[config.mk]
export PLATFORM = sky130hd
export DESIGN_NAME = sensor_frame_crc_convert_core
export DESIGN_NICKNAME = d
export VERILOG_FILES = /design/src/rtl/sfcc_pkg.sv /design/src/rtl/sfcc_front.sv /design/src/rtl/sfcc_fifo.sv /design/src/rtl/sfcc_back.sv /design/src/rtl/sensor_frame_crc_convert_core.sv
export SDC_FILE = /design/constraint.sdc
export NUM_CORES = 1
export LEC_CHECK = 0
export BUFFER_PORTS_ARGS = -buffer_cell sky130_fd_sc_hd__buf_2
export CELL_PAD_IN_SITES_DETAIL_PLACEMENT = 1
export CELL_PAD_IN_SITES_GLOBAL_PLACEMENT = 1
export CORE_MARGIN = 2
export CORE_UTILIZATION = 36
export CTS_CLUSTER_SIZE = 20
export DETAILED_ROUTE_END_ITERATION = 6
export PLACE_DENSITY_LB_ADDON = 0.1
export SYNTH_ARGS = -nofsm -noshare
export SYNTH_HDL_FRONTEND = slang
export SYNTH_SLANG_ARGS = --single-unit
[constraint.sdc]
create_clock -name clk_i -period 9.7 [get_ports clk_i]
set_input_delay 0.97 -clock clk_i [delete_from_list [all_inputs] [get_ports clk_i]]
set_output_delay 0.97 -clock clk_i [all_outputs]
set_load 0.02 [all_outputs]
[src/rtl/sfcc_pkg.sv]
package sfcc_pkg;

  localparam logic [7:0] CRC_POLY = 8'h31;
  localparam logic [7:0] CRC_INIT = 8'hFF;

  // Byte positions within one six-byte reply.
  localparam logic [2:0] POS_A_HI  = 3'd0;
  localparam logic [2:0] POS_A_LO  = 3'd1;
  localparam logic [2:0] POS_A_CRC = 3'd2;
  localparam logic [2:0] POS_B_HI  = 3'd3;
  localparam logic [2:0] POS_B_LO  = 3'd4;
  localparam logic [2:0] POS_B_CRC = 3'd5;

  localparam logic        MODE_MEASURE = 1'b0;
  localparam logic        MODE_SERIAL  = 1'b1;

  localparam logic [14:0] TEMP_SCALE  = 15'd17500;
  localparam logic [13:0] HUM_SCALE   = 14'd12500;
  localparam logic [15:0] TEMP_OFFSET = 16'd4500;
  localparam logic [14:0] HUM_OFFSET  = 15'd600;
  localparam logic [14:0] HUM_MAX     = 15'd10000;
  localparam logic [16:0] WORD_MAX    = 17'd65535;

  // One completed reply as handed from the front end to the back end.
  typedef struct packed {
    logic [15:0] first_word;
    logic [15:0] second_word;
    logic        crc_failed;
    logic        reply_mode;
  } frame_t;

  // CRC-8, MSB first, one byte per call.
  function automatic logic [7:0] crc8_byte(input logic [7:0] crc, input logic [7:0] data);
    logic [7:0] c;
    c = crc ^ data;
    for (int i = 0; i < 8; i++) begin
      if (c[7]) begin
        c = {c[6:0], 1'b0} ^ CRC_POLY;
      end else begin
        c = {c[6:0], 1'b0};
      end
    end
    return c;
  endfunction

endpackage

[src/rtl/sfcc_front.sv]
module sfcc_front (
  input  logic                 clk_i,
  input  logic                 rst_ni,
  input  logic                 accept_i,
  input  logic [7:0]           rx_byte_i,
  input  logic                 frame_start_i,
  input  logic                 reply_mode_we_i,
  input  logic                 reply_mode_i,
  output logic                 push_o,
  output sfcc_pkg::frame_t     frame_o
);

  logic [2:0]  pos_q, pos_d, pos;
  logic [7:0]  crc_q, crc_d, crc_seed, crc_next;
  logic [15:0] first_q, first_d;
  logic [15:0] second_q, second_d;
  logic        failed_q, failed_d;
  logic        mode_q;
  logic        crc_bad;

  always_comb begin
    pos = frame_start_i ? sfcc_pkg::POS_A_HI : pos_q;
    if (pos > sfcc_pkg::POS_B_CRC) begin
      pos = sfcc_pkg::POS_A_HI;
    end
  end

  // The CRC restarts at the high byte of each word.
  assign crc_seed = (pos == sfcc_pkg::POS_A_HI || pos == sfcc_pkg::POS_B_HI) ?
                    sfcc_pkg::CRC_INIT : crc_q;
  assign crc_next = sfcc_pkg::crc8_byte(crc_seed, rx_byte_i);
  assign crc_bad  = (crc_q != rx_byte_i);

  always_comb begin
    pos_d    = pos_q;
    crc_d    = crc_q;
    first_d  = first_q;
    second_d = second_q;
    failed_d = failed_q;
    if (accept_i) begin
      unique case (pos)
        sfcc_pkg::POS_A_HI: begin
          failed_d = 1'b0;
          crc_d    = crc_next;
          first_d  = {rx_byte_i, 8'h00};
        end
        sfcc_pkg::POS_A_LO: begin
          crc_d   = crc_next;
          first_d = {first_q[15:8], rx_byte_i};
        end
        sfcc_pkg::POS_B_HI: begin
          crc_d    = crc_next;
          second_d = {rx_byte_i, 8'h00};
        end
        sfcc_pkg::POS_B_LO: begin
          crc_d    = crc_next;
          second_d = {second_q[15:8], rx_byte_i};
        end
        default: begin
          if (crc_bad) begin
            failed_d = 1'b1;
          end
        end
      endcase
      pos_d = (pos == sfcc_pkg::POS_B_CRC) ? sfcc_pkg::POS_A_HI : pos + 3'd1;
    end
  end

  always_ff @(posedge clk_i or negedge rst_ni) begin
    if (!rst_ni) begin
      pos_q    <= sfcc_pkg::POS_A_HI;
      crc_q    <= sfcc_pkg::CRC_INIT;
      failed_q <= 1'b0;
      mode_q   <= sfcc_pkg::MODE_MEASURE;
    end else begin
      pos_q    <= pos_d;
      crc_q    <= crc_d;
      failed_q <= failed_d;
      if (reply_mode_we_i) begin
        mode_q <= reply_mode_i;
      end
    end
  end

  always_ff @(posedge clk_i) begin
    first_q  <= first_d;
    second_q <= second_d;
  end

  assign push_o               = accept_i && (pos == sfcc_pkg::POS_B_CRC);
  assign frame_o.first_word   = first_q;
  assign frame_o.second_word  = second_q;
  assign frame_o.crc_failed   = failed_q | crc_bad;
  assign frame_o.reply_mode   = mode_q;

endmodule

[src/rtl/sfcc_fifo.sv]
module sfcc_fifo #(
  parameter int Depth = 2
) (
  input  logic             clk_i,
  input  logic             rst_ni,
  input  logic             push_i,
  input  sfcc_pkg::frame_t data_i,
  output logic             full_o,
  output logic             valid_o,
  output sfcc_pkg::frame_t data_o,
  input  logic             pop_i
);

  localparam int PtrW = (Depth > 1) ? $clog2(Depth) : 1;
  localparam int CntW = $clog2(Depth + 1);

  sfcc_pkg::frame_t mem_q [Depth];
  logic [PtrW-1:0]  wr_ptr_q, rd_ptr_q;
  logic [CntW-1:0]  count_q;
  logic             do_push, do_pop;

  assign full_o  = (count_q == CntW'(Depth));
  assign valid_o = (count_q != '0);
  assign data_o  = mem_q[rd_ptr_q];
  assign do_push = push_i && !full_o;
  assign do_pop  = pop_i && valid_o;

  always_ff @(posedge clk_i or negedge rst_ni) begin
    if (!rst_ni) begin
      wr_ptr_q <= '0;
      rd_ptr_q <= '0;
      count_q  <= '0;
    end else begin
      if (do_push) begin
        wr_ptr_q <= (wr_ptr_q == PtrW'(Depth - 1)) ? '0 : wr_ptr_q + 1'b1;
      end
      if (do_pop) begin
        rd_ptr_q <= (rd_ptr_q == PtrW'(Depth - 1)) ? '0 : rd_ptr_q + 1'b1;
      end
      if (do_push && !do_pop) begin
        count_q <= count_q + 1'b1;
      end else if (do_pop && !do_push) begin
        count_q <= count_q - 1'b1;
      end
    end
  end

  always_ff @(posedge clk_i) begin
    if (do_push) begin
      mem_q[wr_ptr_q] <= data_i;
    end
  end

endmodule

[src/rtl/sfcc_back.sv]
module sfcc_back (
  input  logic               clk_i,
  input  logic               rst_ni,
  input  logic               frame_valid_i,
  input  sfcc_pkg::frame_t   frame_i,
  output logic               pop_o,
  output logic               out_valid_o,
  input  logic               out_ready_i,
  output logic signed [14:0] temperature_centi_o,
  output logic [13:0]        humidity_centi_o,
  output logic [31:0]        serial_number_o,
  output logic               status_o
);

  // floor(p / 65535) for p below 65535 * 65536: p = q0 * 65535 + (q0 + lo),
  // and q0 + lo stays below twice the divisor.
  function automatic logic [14:0] div_word_max(input logic [30:0] p);
    logic [14:0] q0;
    logic [16:0] rem;
    q0  = p[30:16];
    rem = {2'b00, q0} + {1'b0, p[15:0]};
    return q0 + ((rem >= sfcc_pkg::WORD_MAX) ? 15'd1 : 15'd0);
  endfunction

  // Stage 1: products.
  logic        s1_valid_q;
  logic [30:0] s1_temp_q;
  logic [29:0] s1_hum_q;
  logic [31:0] s1_serial_q;
  logic        s1_failed_q, s1_mode_q;

  logic        s2_en, s1_load;
  logic [30:0] temp_prod;
  logic [29:0] hum_prod;

  // Output registers.
  logic               out_valid_q;
  logic signed [14:0] temp_q;
  logic [13:0]        hum_q;
  logic [31:0]        serial_q;
  logic               status_q;

  assign s2_en   = !out_valid_q || out_ready_i;
  assign s1_load = !s1_valid_q || s2_en;
  assign pop_o   = s1_load && frame_valid_i;

  assign temp_prod = {15'd0, frame_i.first_word} * {16'd0, sfcc_pkg::TEMP_SCALE};
  assign hum_prod  = {14'd0, frame_i.second_word} * {16'd0, sfcc_pkg::HUM_SCALE};

  // Stage 2: scale, offset and saturation.
  logic [14:0]        q_temp, q_hum, hum_sub;
  logic [15:0]        temp_wide;
  logic signed [14:0] temp_d;
  logic [13:0]        hum_d;
  logic [31:0]        serial_d;
  logic               meas_ok, serial_ok;

  assign q_temp    = div_word_max(s1_temp_q);
  assign q_hum     = div_word_max({1'b0, s1_hum_q});
  assign temp_wide = {1'b0, q_temp} - sfcc_pkg::TEMP_OFFSET;
  assign hum_sub   = q_hum - sfcc_pkg::HUM_OFFSET;
  assign meas_ok   = !s1_failed_q && (s1_mode_q == sfcc_pkg::MODE_MEASURE);
  assign serial_ok = !s1_failed_q && (s1_mode_q == sfcc_pkg::MODE_SERIAL);

  always_comb begin
    temp_d   = meas_ok ? $signed(temp_wide[14:0]) : 15'sd0;
    hum_d    = '0;
    serial_d = serial_ok ? s1_serial_q : '0;
    if (meas_ok && q_hum >= sfcc_pkg::HUM_OFFSET) begin
      hum_d = (hum_sub > sfcc_pkg::HUM_MAX) ? sfcc_pkg::HUM_MAX[13:0] : hum_sub[13:0];
    end
  end

  always_ff @(posedge clk_i or negedge rst_ni) begin
    if (!rst_ni) begin
      s1_valid_q  <= 1'b0;
      out_valid_q <= 1'b0;
    end else begin
      if (s1_load) begin
        s1_valid_q <= frame_valid_i;
      end
      if (s2_en) begin
        out_valid_q <= s1_valid_q;
      end
    end
  end

  always_ff @(posedge clk_i) begin
    if (pop_o) begin
      s1_temp_q   <= temp_prod;
      s1_hum_q    <= hum_prod;
      s1_serial_q <= {frame_i.first_word, frame_i.second_word};
      s1_failed_q <= frame_i.crc_failed;
      s1_mode_q   <= frame_i.reply_mode;
    end
    if (s2_en && s1_valid_q) begin
      temp_q   <= temp_d;
      hum_q    <= hum_d;
      serial_q <= serial_d;
      status_q <= s1_failed_q;
    end
  end

  assign out_valid_o         = out_valid_q;
  assign temperature_centi_o = temp_q;
  assign humidity_centi_o    = hum_q;
  assign serial_number_o     = serial_q;
  assign status_o            = status_q;

endmodule

[src/rtl/sensor_frame_crc_convert_core.sv]
// Sensor reply checker and converter. Bytes arrive on the input channel one
// transfer each, up to one per cycle; a reply is six bytes (word A, its CRC-8,
// word B, its CRC-8, polynomial 0x31 seeded with 0xFF per word), and frame_start_i
// on a byte restarts the reply there, dropping any partial one. The sixth byte
// yields one result: temperature and humidity in hundredths in measure mode, or
// the 32-bit serial number in serial mode, with status_o set and all value fields
// zero on a CRC mismatch. The CRC is unrolled, so the front end takes a byte every
// cycle; completed replies wait in a QueueDepth-entry queue ahead of a two-stage
// multiply and scale pipeline, so the input stalls only when that queue is full
// while results are held at the output. The user must write reply_mode_i with
// reply_mode_we_i only while the block is idle; the block does not enforce this.
module sensor_frame_crc_convert_core #(
  parameter int QueueDepth = 2
) (
  input  logic               clk_i,
  input  logic               rst_ni,
  input  logic               in_valid_i,
  output logic               in_ready_o,
  input  logic [7:0]         rx_byte_i,
  input  logic               frame_start_i,
  input  logic               reply_mode_we_i,
  input  logic               reply_mode_i,
  output logic               out_valid_o,
  input  logic               out_ready_i,
  output logic signed [14:0] temperature_centi_o,
  output logic [13:0]        humidity_centi_o,
  output logic [31:0]        serial_number_o,
  output logic               status_o
);

  sfcc_pkg::frame_t push_frame, head_frame;
  logic             push, full, head_valid, pop, accept;

  assign in_ready_o = !full;
  assign accept     = in_valid_i && in_ready_o;

  sfcc_front u_front (
    .clk_i           (clk_i),
    .rst_ni          (rst_ni),
    .accept_i        (accept),
    .rx_byte_i       (rx_byte_i),
    .frame_start_i   (frame_start_i),
    .reply_mode_we_i (reply_mode_we_i),
    .reply_mode_i    (reply_mode_i),
    .push_o          (push),
    .frame_o         (push_frame)
  );

  sfcc_fifo #(
    .Depth (QueueDepth)
  ) u_fifo (
    .clk_i   (clk_i),
    .rst_ni  (rst_ni),
    .push_i  (push),
    .data_i  (push_frame),
    .full_o  (full),
    .valid_o (head_valid),
    .data_o  (head_frame),
    .pop_i   (pop)
  );

  sfcc_back u_back (
    .clk_i               (clk_i),
    .rst_ni              (rst_ni),
    .frame_valid_i       (head_valid),
    .frame_i             (head_frame),
    .pop_o               (pop),
    .out_valid_o         (out_valid_o),
    .out_ready_i         (out_ready_i),
    .temperature_centi_o (temperature_centi_o),
    .humidity_centi_o    (humidity_centi_o),
    .serial_number_o     (serial_number_o),
    .status_o            (status_o)
  );

endmodule

==> flow_metrics.env, run 1 <==
export IMPL_hold_buffers=0
export IMPL_status="complete, no violations"
export IMPL_async_flop_share=0.07063
export IMPL_hold_viol_final=0
export IMPL_final_antenna_net_count=0
export IMPL_drtPass1Iterations=5
export IMPL_skew_ns=0.02059
export IMPL_period_share=0.6977
export IMPL_crit_buf_inv=4
export IMPL_cts_setup_buffers=0
export IMPL_synth_edf_count=250
export IMPL_fp_dieArea_um2=52850
export IMPL_cap_violations=0
export IMPL_clk_path_buf_depth=3
export IMPL_cts_root_buf="clkbuf_16"
export IMPL_viasPerCell=4.830
export IMPL_gp_congestion=0.7939
export IMPL_path_delay_family="adder cells"
export IMPL_crit_arrival_ns=7.10
export IMPL_ioPinCount=79
export IMPL_slew_headroom=0.2844
export IMPL_clock_sinks=269
export IMPL_ys_seq_area_frac=0.4351
export IMPL_path_class="reg -> reg"
export IMPL_setup_tns_ns=0
export IMPL_regToRegStartpoint="u_fifo.rd_ptr_q$_DFFE_PN0P_"
export IMPL_hpwlAfterDp_mm=32.70
export IMPL_drc=0
export IMPL_htree_levels=1
export IMPL_rows=82
export IMPL_drive_gt1_frac=0.1160
export IMPL_num_vias=11330
export IMPL_antenna_found_initial=1
export IMPL_ys_seq_elements=269
export IMPL_synth_warnings=0
export IMPL_final_setup_viol_count=0
export IMPL_synth_largest_area_cell="edfxtp_1"
export IMPL_ctsResizeCount=0
export IMPL_path_cells="buf_4 -> mux2i_1 -> inv_1 -> ha_1 -> inv_1 -> fa_1 -> inv_1 -> ha_1 -> fa_1 -> fa_1 -> ha_1 -> nand4_1 -> nor4_1 -> nor4bb_1 -> nor3_1 -> and3b_1 -> o31a_1 -> o21bai_1 -> a21oi_1 -> xnor2_1"
export IMPL_final_nets=1985
export IMPL_finalMaxSlewViolations=0
export IMPL_grt_max_degree=61
export IMPL_coreArea_um2=50270
export IMPL_max_stage_delay_ns=0.74
export IMPL_layout_common_cells="250 x edfxtp_1, 236 x inv_1, 231 x ha_1"
export IMPL_synth_area_um2=18370
export IMPL_wl_per_cell_um=17.87
export IMPL_tightest_slew_ns=1.069
export IMPL_synthCells=1563
export IMPL_cts_inserted_buffers=31
export IMPL_hp_class="in -> async"
export IMPL_worst_setup_path_end_kind="flip-flop"
export IMPL_track_usage=0.1608
export IMPL_wirelength_mm=41.93
export IMPL_dr_first_iter_drc_count=417
export IMPL_die_w_um=229.9
export IMPL_synthToLayoutAreaGrowth_pct=12.48
export IMPL_dieHeight_um=229.9
export IMPL_synth_top_area_share=0.4087
export IMPL_syn_mean_instance_area_um2=11.75
export IMPL_path_depth=20
export IMPL_synth_distinct_cells=78
export IMPL_timing_rr_end="u_back.s1_temp_q[28]$_DFFE_PP_"
export IMPL_cts_tree="yes"
export IMPL_clk_pin_slew_ns=0.06
export IMPL_insertion_delay_ns=0.59
export IMPL_grt_pass1_wl_mm=67.44
export IMPL_rsz0062_at_grt="no"
export IMPL_first_global_vias=12080
export IMPL_path_max_fanout=22
export IMPL_io_buffers=78
export IMPL_start_util=0.3654
export IMPL_cp_slowest_cell="dfrtp_1"
export IMPL_required_ns=10.03
export IMPL_r2r_cells=20
export IMPL_syn_nets=1900
export IMPL_synthFlopType="edfxtp_1"
export IMPL_period_needed_ns=6.768
export IMPL_critPathLaunchType="flip-flop"
export IMPL_gr_total_overflow=0
export IMPL_final_common_cell="edfxtp_1"
export IMPL_r2r_slack_ns=2.93
export IMPL_fmax_ghz=0.1478
export IMPL_synthTopCellsByArea="edfxtp_1 41%, ha_1 16%, fa_1 9.9%"
synthesized netlist by cell type (3+ instances only):
library cell	instances
buf_4	3
o21ai_0	38
a211oi_1	7
and2_1	59
nand4_1	9
nor2b_1	31
nand2b_1	15
or3_1	3
a21oi_1	66
o21ai_1	4
a21o_1	24
xnor2_1	91
buf_2	4
fa_1	91
mux2i_1	16
o21bai_1	9
o2111ai_1	3
ha_1	231
dfstp_2	8
dfrtp_1	11
edfxtp_1	250
o21a_1	9
nor3b_1	4
nor4_1	6
mux2_2	25
inv_1	237
and3_1	8
clkbuf_1	22
nand2_1	57
nor3_1	17
a311oi_1	3
a31oi_1	3
a211o_1	3
xor2_1	29
o31a_1	3
o31ai_1	6
nand3_1	20
a21boi_0	3
nor2_1	79
or2_2	4
through the flow:
stage | cell area [um^2] | setup WS (ns) | hold slack [ns] | std cells | util
6_report | 20660 | 2.932 | 0.3501 | 2346 | 0.4110
5_1_grt | 20660 | 2.387 | 0.3561 | 2345 | 0.4110
4_1_cts | 20660 | 2.842 | 0.3341 | 2345 | 0.4110
3_5_place_dp | 19510 | 2.863 | 0.4315 | 2287 | 0.3881
3_3_place_gp | 19510 | 3.021 | 0.4231 | 2287 | 0.3881
2_1_floorplan | 18370 | 3.665 | 0.4215 | 1563 | -
sequential cells by signal, summed over array words and instances, names as in the netlist, 14 cells and up:
| signal | cells |
|---|---|
| u_back.temperature_centi_o | 15 |
| u_front.first_q | 16 |
| u_front.second_q | 16 |
| u_back.s1_temp_q | 28 |
| u_back.s1_hum_q | 26 |
| u_fifo.mem_q | 68 |
| u_back.serial_number_o | 32 |
| u_back.humidity_centi_o | 14 |
| u_back.s1_serial_q | 32 |
cell families after synthesis:
logic type | after synthesis | share of synthesized area
mux | 41 | 0.02404
flops | 269 | 0.4351
fa+ha+maj | 323 | 0.2570
buf+inv | 270 | 0.05687
compound gates | 212 | 0.07629
simple gates | 328 | 0.09345
xor+xnor | 120 | 0.05721
worst max path at each step:
stage / from / to / slack (ns)
2_1_floorplan: u_fifo.rd_ptr_q$_DFFE_PN0P_ / u_back.s1_temp_q[28]$_DFFE_PP_ / 3.67
3_3_place_gp: u_fifo.rd_ptr_q$_DFFE_PN0P_ / u_back.s1_temp_q[28]$_DFFE_PP_ / 3.02
3_5_place_dp: u_fifo.rd_ptr_q$_DFFE_PN0P_ / u_back.s1_temp_q[28]$_DFFE_PP_ / 2.86
4_1_cts: u_fifo.rd_ptr_q$_DFFE_PN0P_ / u_back.s1_temp_q[28]$_DFFE_PP_ / 2.84
5_1_grt: u_fifo.rd_ptr_q$_DFFE_PN0P_ / u_back.s1_temp_q[28]$_DFFE_PP_ / 2.39
6_report: u_fifo.rd_ptr_q$_DFFE_PN0P_ / u_back.s1_temp_q[28]$_DFFE_PP_ / 2.93
area by class of cell:
class / instances / area [um^2]
multi-input combinational: 1024 / 9344
antenna: 1 / 2.502
inverter: 237 / 890.9
timing repair buffer: 85 / 442.9
tap: 672 / 840.8
clock inverter: 20 / 286.5
sequential: 269 / 7993
fill: 5407 / 29610
clock buffer: 38 / 862.1
per-layer routing:
| metal | global-route usage | vias to the layer above | wire, um |
|---|---|---|---|
| met1 | 0.2333 | 5561 | 20890 |
| met4 | 0.03145 | 0 | 742 |
| met2 | 0.2583 | 151 | 18760 |
| li1 | - | 5572 | - |
| met3 | 0.02071 | 47 | 1532 |
| met5 | 0 | - | 0 |
Power of run 1 is left out: the tool's default activity adds up to more than one toggle a clock period on the data nets, which glitch-free logic cannot reach.
==> run 2: changes to the inputs <==
==> constraint.sdc (replaced) <==
create_clock -name clk_i -period 6.76 [get_ports clk_i]
set_input_delay 0.676 -clock clk_i [delete_from_list [all_inputs] [get_ports clk_i]]
set_output_delay 0.676 -clock clk_i [all_outputs]
set_load 0.02 [all_outputs]
==> flow_metrics.env, run 2 (synthesized netlist as in run 1, its figures left out) <==
export IMPL_grt_max_degree=78
export IMPL_r2r_cells=18
export IMPL_hp_class="in -> async"
export IMPL_clock_sinks=269
export IMPL_drtPass1Iterations=4
export IMPL_skew_ns=0.02232
export IMPL_final_common_cell="edfxtp_1"
export IMPL_insertion_delay_ns=0.54
export IMPL_slew_headroom=0.2737
export IMPL_cap_violations=0
export IMPL_hold_viol_final=0
export IMPL_path_class="reg -> reg"
export IMPL_wl_per_cell_um=17.44
export IMPL_largest_reg_flops=68
export IMPL_start_util=0.3654
export IMPL_antenna_found_initial=1
export IMPL_finish_utilization=0.4122
export IMPL_io_buffers=78
export IMPL_period_needed_ns=6.153
export IMPL_period_share=0.9102
export IMPL_required_ns=7.02
export IMPL_fp_dieArea_um2=52850
export IMPL_final_setup_viol_count=0
export IMPL_final_seq_area_um2=7994
export IMPL_wirelength_mm=41.05
export IMPL_num_vias=11260
export IMPL_status="complete, no violations"
export IMPL_gr_total_overflow=0
export IMPL_multi_input_comb_area_um2=9344
export IMPL_final_antenna_net_count=0
export IMPL_setup_tns_ns=0
export IMPL_finalMaxSlewViolations=0
export IMPL_worst_setup_path_end_kind="flip-flop"
export IMPL_largest_register="u_fifo.mem_q"
export IMPL_cts_setup_buffers=0
export IMPL_viasPerCell=4.785
export IMPL_synthToLayoutAreaGrowth_pct=12.80
export IMPL_fmax_ghz=0.1625
export IMPL_gp_congestion=0.8145
export IMPL_grt_pass1_wl_mm=67.38
export IMPL_cts_root_buf="clkbuf_16"
export IMPL_final_nets=1991
export IMPL_cts_inserted_buffers=36
export IMPL_clk_pin_slew_ns=0.06
export IMPL_crit_arrival_ns=6.42
export IMPL_critPathLaunchType="flip-flop"
export IMPL_drc=0
export IMPL_tightest_slew_ns=1.082
export IMPL_dr_first_iter_drc_count=518
export IMPL_hpwlAfterDp_mm=32.12
export IMPL_layout_common_cells="250 x edfxtp_1, 236 x inv_1, 231 x ha_1"
export IMPL_track_usage=0.1610
export IMPL_diodes=0
export IMPL_clk_path_buf_depth=3
export IMPL_drive_gt1_frac=0.1159
export IMPL_path_max_fanout=21
export IMPL_rsz0062_at_grt="no"
export IMPL_cts_tree="yes"
export IMPL_die_w_um=229.9
export IMPL_htree_levels=2
export IMPL_fillers=5414
export IMPL_first_global_vias=12140
export IMPL_coreArea_um2=50270
export IMPL_ioPinCount=79
export IMPL_dieHeight_um=229.9
export IMPL_rows=82
==> run 2: repair_timing <==
item | in CTS | in global routing
resized for setup | 0 | 1
endpoints found under the setup margin | 0 | 1
hold buffers | 0 | 0
==> run 2: area by class of cell <==
type	instances	area share
Tap cell	672	0.04058
Clock inverter	20	0.01057
Multi-Input combinational cell	1024	0.4509
Inverter	237	0.04299
Sequential cell	269	0.3858
Clock buffer	46	0.04680
Timing Repair Buffer	86	0.02234
==> run 2: through the flow <==
| step | setup slack, ns | cells | hold WS, ns | cell area, um^2 |
|---|---|---|---|---|
| floorplan | 0.7251 | 1563 | 0.3804 | 18370 |
| global placement | 0.5426 | 2288 | 0.4244 | 19530 |
| detailed placement | 0.4420 | 2288 | 0.4306 | 19530 |
| CTS | 0.4036 | 2354 | 0.08614 | 20720 |
| global route | 0.1002 | 2354 | 0.1136 | 20720 |
| finish | 0.6074 | 2354 | 0.1011 | 20720 |
==> run 2: worst paths after layout <==
kind / start / end / slack (ns)
max in group asynchronous: rst_ni / u_fifo.rd_ptr_q$_DFFE_PN0P_ / 6.30
min in group clk_i: reply_mode_i / u_front.mode_q$_DFFE_PN0P_ / 0.38
max: u_fifo.rd_ptr_q$_DFFE_PN0P_ / u_back.s1_hum_q[29]$_DFFE_PP_ / 0.61
max reg2reg: u_fifo.rd_ptr_q$_DFFE_PN0P_ / u_back.s1_hum_q[29]$_DFFE_PP_ / 0.61
min: rst_ni / u_fifo.count_q[1]$_DFFE_PN0P_ / 0.10
min reg2reg: u_front.second_q[13]$_DFFE_PP_ / u_fifo.mem_q[0][15]$_DFFE_PP_ / 0.44
==> run 2: routing by layer <==
| metal | part of all wire | wire length (um) | vias to the layer above | track usage |
|---|---|---|---|---|
| li1 | - | - | 5590 | - |
| met1 | 0.50 | 20680 | 5483 | 0.2330 |
| met2 | 0.44 | 18160 | 141 | 0.2524 |
| met3 | 0.035 | 1420 | 50 | 0.02294 |
| met4 | 0.019 | 787 | 0 | 0.04294 |
| met5 | 0 | 0 | - | 0 |
==> run 2: critical path, stage by stage, from the launching register on <==
cell	delay, ns
dfrtp_2	0.54
buf_12	0.22
mux2_2	0.43
ha_1	0.32
ha_1	0.34
inv_1	0.07
fa_1	0.53
inv_1	0.05
fa_1	0.50
fa_1	0.50
ha_1	0.39
a21o_1	0.20
a21o_1	0.18
a21oi_1	0.27
a221oi_1	0.21
o41a_1	0.37
a41o_1	0.27
o41a_1	0.32
xnor2_1	0.15
Power of run 2 is left out for the same reason.
==> run 3: changes to the inputs <==
--- a/config.mk
+++ b/config.mk
@@ -5,6 +5,7 @@
 export SDC_FILE = /design/constraint.sdc
 export NUM_CORES = 1
 export LEC_CHECK = 0
+export ABC_AREA = 1
 export BUFFER_PORTS_ARGS = -buffer_cell sky130_fd_sc_hd__buf_2
 export CELL_PAD_IN_SITES_DETAIL_PLACEMENT = 1
 export CELL_PAD_IN_SITES_GLOBAL_PLACEMENT = 1
@@ -12,7 +13,7 @@
 export CORE_UTILIZATION = 36
 export CTS_CLUSTER_SIZE = 20
 export DETAILED_ROUTE_END_ITERATION = 6
-export PLACE_DENSITY_LB_ADDON = 0.1
+export PLACE_DENSITY_LB_ADDON = 0.15
 export SYNTH_ARGS = -nofsm -noshare
 export SYNTH_HDL_FRONTEND = slang
 export SYNTH_SLANG_ARGS = --single-unit
==> flow_metrics.env, run 3 <==
export IMPL_status="complete, no violations"
export IMPL_synth_common_cells="373 x inv_1, 305 x nand2_1, 250 x edfxtp_1, 231 x ha_1, 151 x nor2_1"
export IMPL_io_buffers=78
export IMPL_cts_setup_buffers=0
export IMPL_num_vias=12600
export IMPL_worst_setup_path_end_kind="flip-flop"
export IMPL_ctsResizeCount=0
export IMPL_dr_first_iter_drc_count=447
export IMPL_hp_class="in -> async"
export IMPL_track_usage=0.1681
export IMPL_gr_total_overflow=0
export IMPL_final_setup_viol_count=0
export IMPL_synth_edf_count=250
export IMPL_synthFlopType="edfxtp_1"
export IMPL_rsz0062_at_grt="no"
export IMPL_clock_sinks=269
export IMPL_insertion_delay_ns=0.58
export IMPL_required_ns=7.08
export IMPL_synthTopCellsByArea="edfxtp_1 40%, ha_1 16%, fa_1 9.8%"
export IMPL_first_global_vias=13570
export IMPL_drive_gt1_frac=0.1059
export IMPL_cts_inserted_buffers=31
export IMPL_synth_warnings=0
export IMPL_max_stage_delay_ns=0.52
export IMPL_hpwlAfterDp_mm=35.75
export IMPL_wirelength_mm=44.04
export IMPL_cts_tree="yes"
export IMPL_setup_tns_ns=0
export IMPL_clk_path_buf_depth=3
export IMPL_ys_seq_elements=269
export IMPL_viasPerCell=4.698
export IMPL_period_share=0.8613
export IMPL_rows=83
export IMPL_syn_mean_instance_area_um2=9.947
export IMPL_synth_largest_area_cell="edfxtp_1"
export IMPL_layout_common_cells="372 x inv_1, 305 x nand2_1, 250 x edfxtp_1"
export IMPL_path_max_fanout=28
export IMPL_fmax_ghz=0.1718
export IMPL_synth_area_um2=18610
export IMPL_async_flop_share=0.07063
export IMPL_cap_violations=0
export IMPL_largest_reg_flops=68
export IMPL_synth_top_area_share=0.4034
export IMPL_critPathLaunchType="flip-flop"
export IMPL_antenna_found_initial=1
export IMPL_diodes=0
export IMPL_crit_arrival_ns=6.14
export IMPL_period_needed_ns=5.822
export IMPL_synthCells=1871
export IMPL_htree_levels=1
export IMPL_grt_pass1_wl_mm=71.98
export IMPL_skew_ns=0.01287
export IMPL_hold_buffers=0
export IMPL_r2r_slack_ns=0.94
export IMPL_drc=0
export IMPL_path_cells="inv_1 -> buf_4 -> or2_2 -> o21ai_0 -> inv_1 -> ha_1 -> inv_1 -> fa_1 -> inv_1 -> ha_1 -> ha_1 -> inv_1 -> fa_1 -> inv_1 -> ha_1 -> a21oi_1 -> nand2_1 -> a21boi_0 -> o21ai_1 -> a21oi_1 -> o21ai_1 -> nand2_1 -> nand2_1 -> xor2_1"
export IMPL_die_w_um=231.4
export IMPL_synth_distinct_cells=53
export IMPL_dieHeight_um=231.4
export IMPL_tightest_slew_ns=0.8937
export IMPL_clk_pin_slew_ns=0.06
export IMPL_coreArea_um2=51200
export IMPL_crit_top_cell="inv_1"
export IMPL_path_class="reg -> reg"
export IMPL_post_synth_top_count_cell="inv_1"
export IMPL_ioPinCount=79
export IMPL_syn_nets=2208
export IMPL_start_util=0.3635
export IMPL_slew_headroom=0.3979
export IMPL_wl_per_cell_um=16.42
export IMPL_grt_max_degree=60
export IMPL_fp_dieArea_um2=53530
export IMPL_finalMaxSlewViolations=0
export IMPL_gp_congestion=0.8749
export IMPL_ys_seq_area_frac=0.4295
export IMPL_largest_register="u_fifo.mem_q"
export IMPL_fillers=5849
export IMPL_final_antenna_net_count=0
export IMPL_synthToLayoutAreaGrowth_pct=12.63
export IMPL_cp_slowest_cell="fa_1"
export IMPL_cts_root_buf="clkbuf_16"
export IMPL_hold_viol_final=0
export IMPL_drtPass1Iterations=4
export IMPL_final_common_cell="inv_1"
export IMPL_final_nets=2314
run 3: path summary, 6_finish.rpt:
path / from / endpoint / depth (start not counted)
setup / recovery: u_fifo.rd_ptr_q$_DFFE_PN0P_ / u_back.s1_temp_q[21]$_DFFE_PP_ / 24
hold / removal: rst_ni / u_front.pos_q[0]$_DFFE_PN0P_ / 1
setup reg to reg: u_fifo.rd_ptr_q$_DFFE_PN0P_ / u_back.s1_temp_q[21]$_DFFE_PP_ / 24
hold reg to reg: u_front.second_q[9]$_DFFE_PP_ / u_fifo.mem_q[1][11]$_DFFE_PP_ / 0
max in group asynchronous: rst_ni / u_front.crc_q[2]$_DFFE_PN1P_ / 1
min in group clk_i: reply_mode_i / u_front.mode_q$_DFFE_PN0P_ / 2
run 3: layer usage:
metal | vias up | wire length, um | global-route usage
li1 | 6340 | - | -
met4 | 0 | 868 | 0.03831
met3 | 49 | 1105 | 0.01858
met2 | 134 | 20010 | 0.2750
met1 | 6078 | 22050 | 0.2393
met5 | - | 0 | 0
run 3: per-stage QoR:
step	cells	hold WS (ns)	instance area (um^2)	setup WS (ns)	util
detailed placement	2624	0.4311	19880	0.9213	0.3882
floorplan	1871	0.3804	18610	1.572	-
global placement	2624	0.4235	19880	1.020	0.3882
finish	2682	0.06167	20960	0.9379	0.4094
CTS	2682	0.04634	20960	0.8827	0.4094
global route	2682	0.06711	20960	0.5198	0.4094
run 3: logic make-up after synthesis:
| family | after synthesis | share of synthesized area |
|---|---|---|
| mux | 1 | 0.0006050 |
| simple gates | 626 | 0.1472 |
| compound gates | 195 | 0.05856 |
| buf+inv | 391 | 0.07906 |
| flops | 269 | 0.4295 |
| xor+xnor | 67 | 0.03194 |
| fa+ha+maj | 322 | 0.2532 |
run 3: critical path: cells and delay by family (launching register included):
kind,cells,cell delay (ns)
AO/OA/AOI/OAI,6,1.32
flip-flops,1,0.35
adder cells (fa/ha/maj),6,2.29
buffers and inverters,7,0.86
XOR/XNOR,1,0.15
AND/OR/NAND/NOR,4,0.56
run 3: cell type report:
type | count | area (um^2) | share of cell area
Sequential cell | 269 | 7993 | 0.3813
Multi-Input combinational cell | 1211 | 9163 | 0.4371
Tap cell | 680 | 850.8 | 0.04059
Inverter | 378 | 1420 | 0.06775
Clock buffer | 38 | 832.0 | 0.03969
Timing Repair Buffer | 86 | 450.4 | 0.02149
Clock inverter | 20 | 252.7 | 0.01206
Power of run 3 is left out for the same reason.
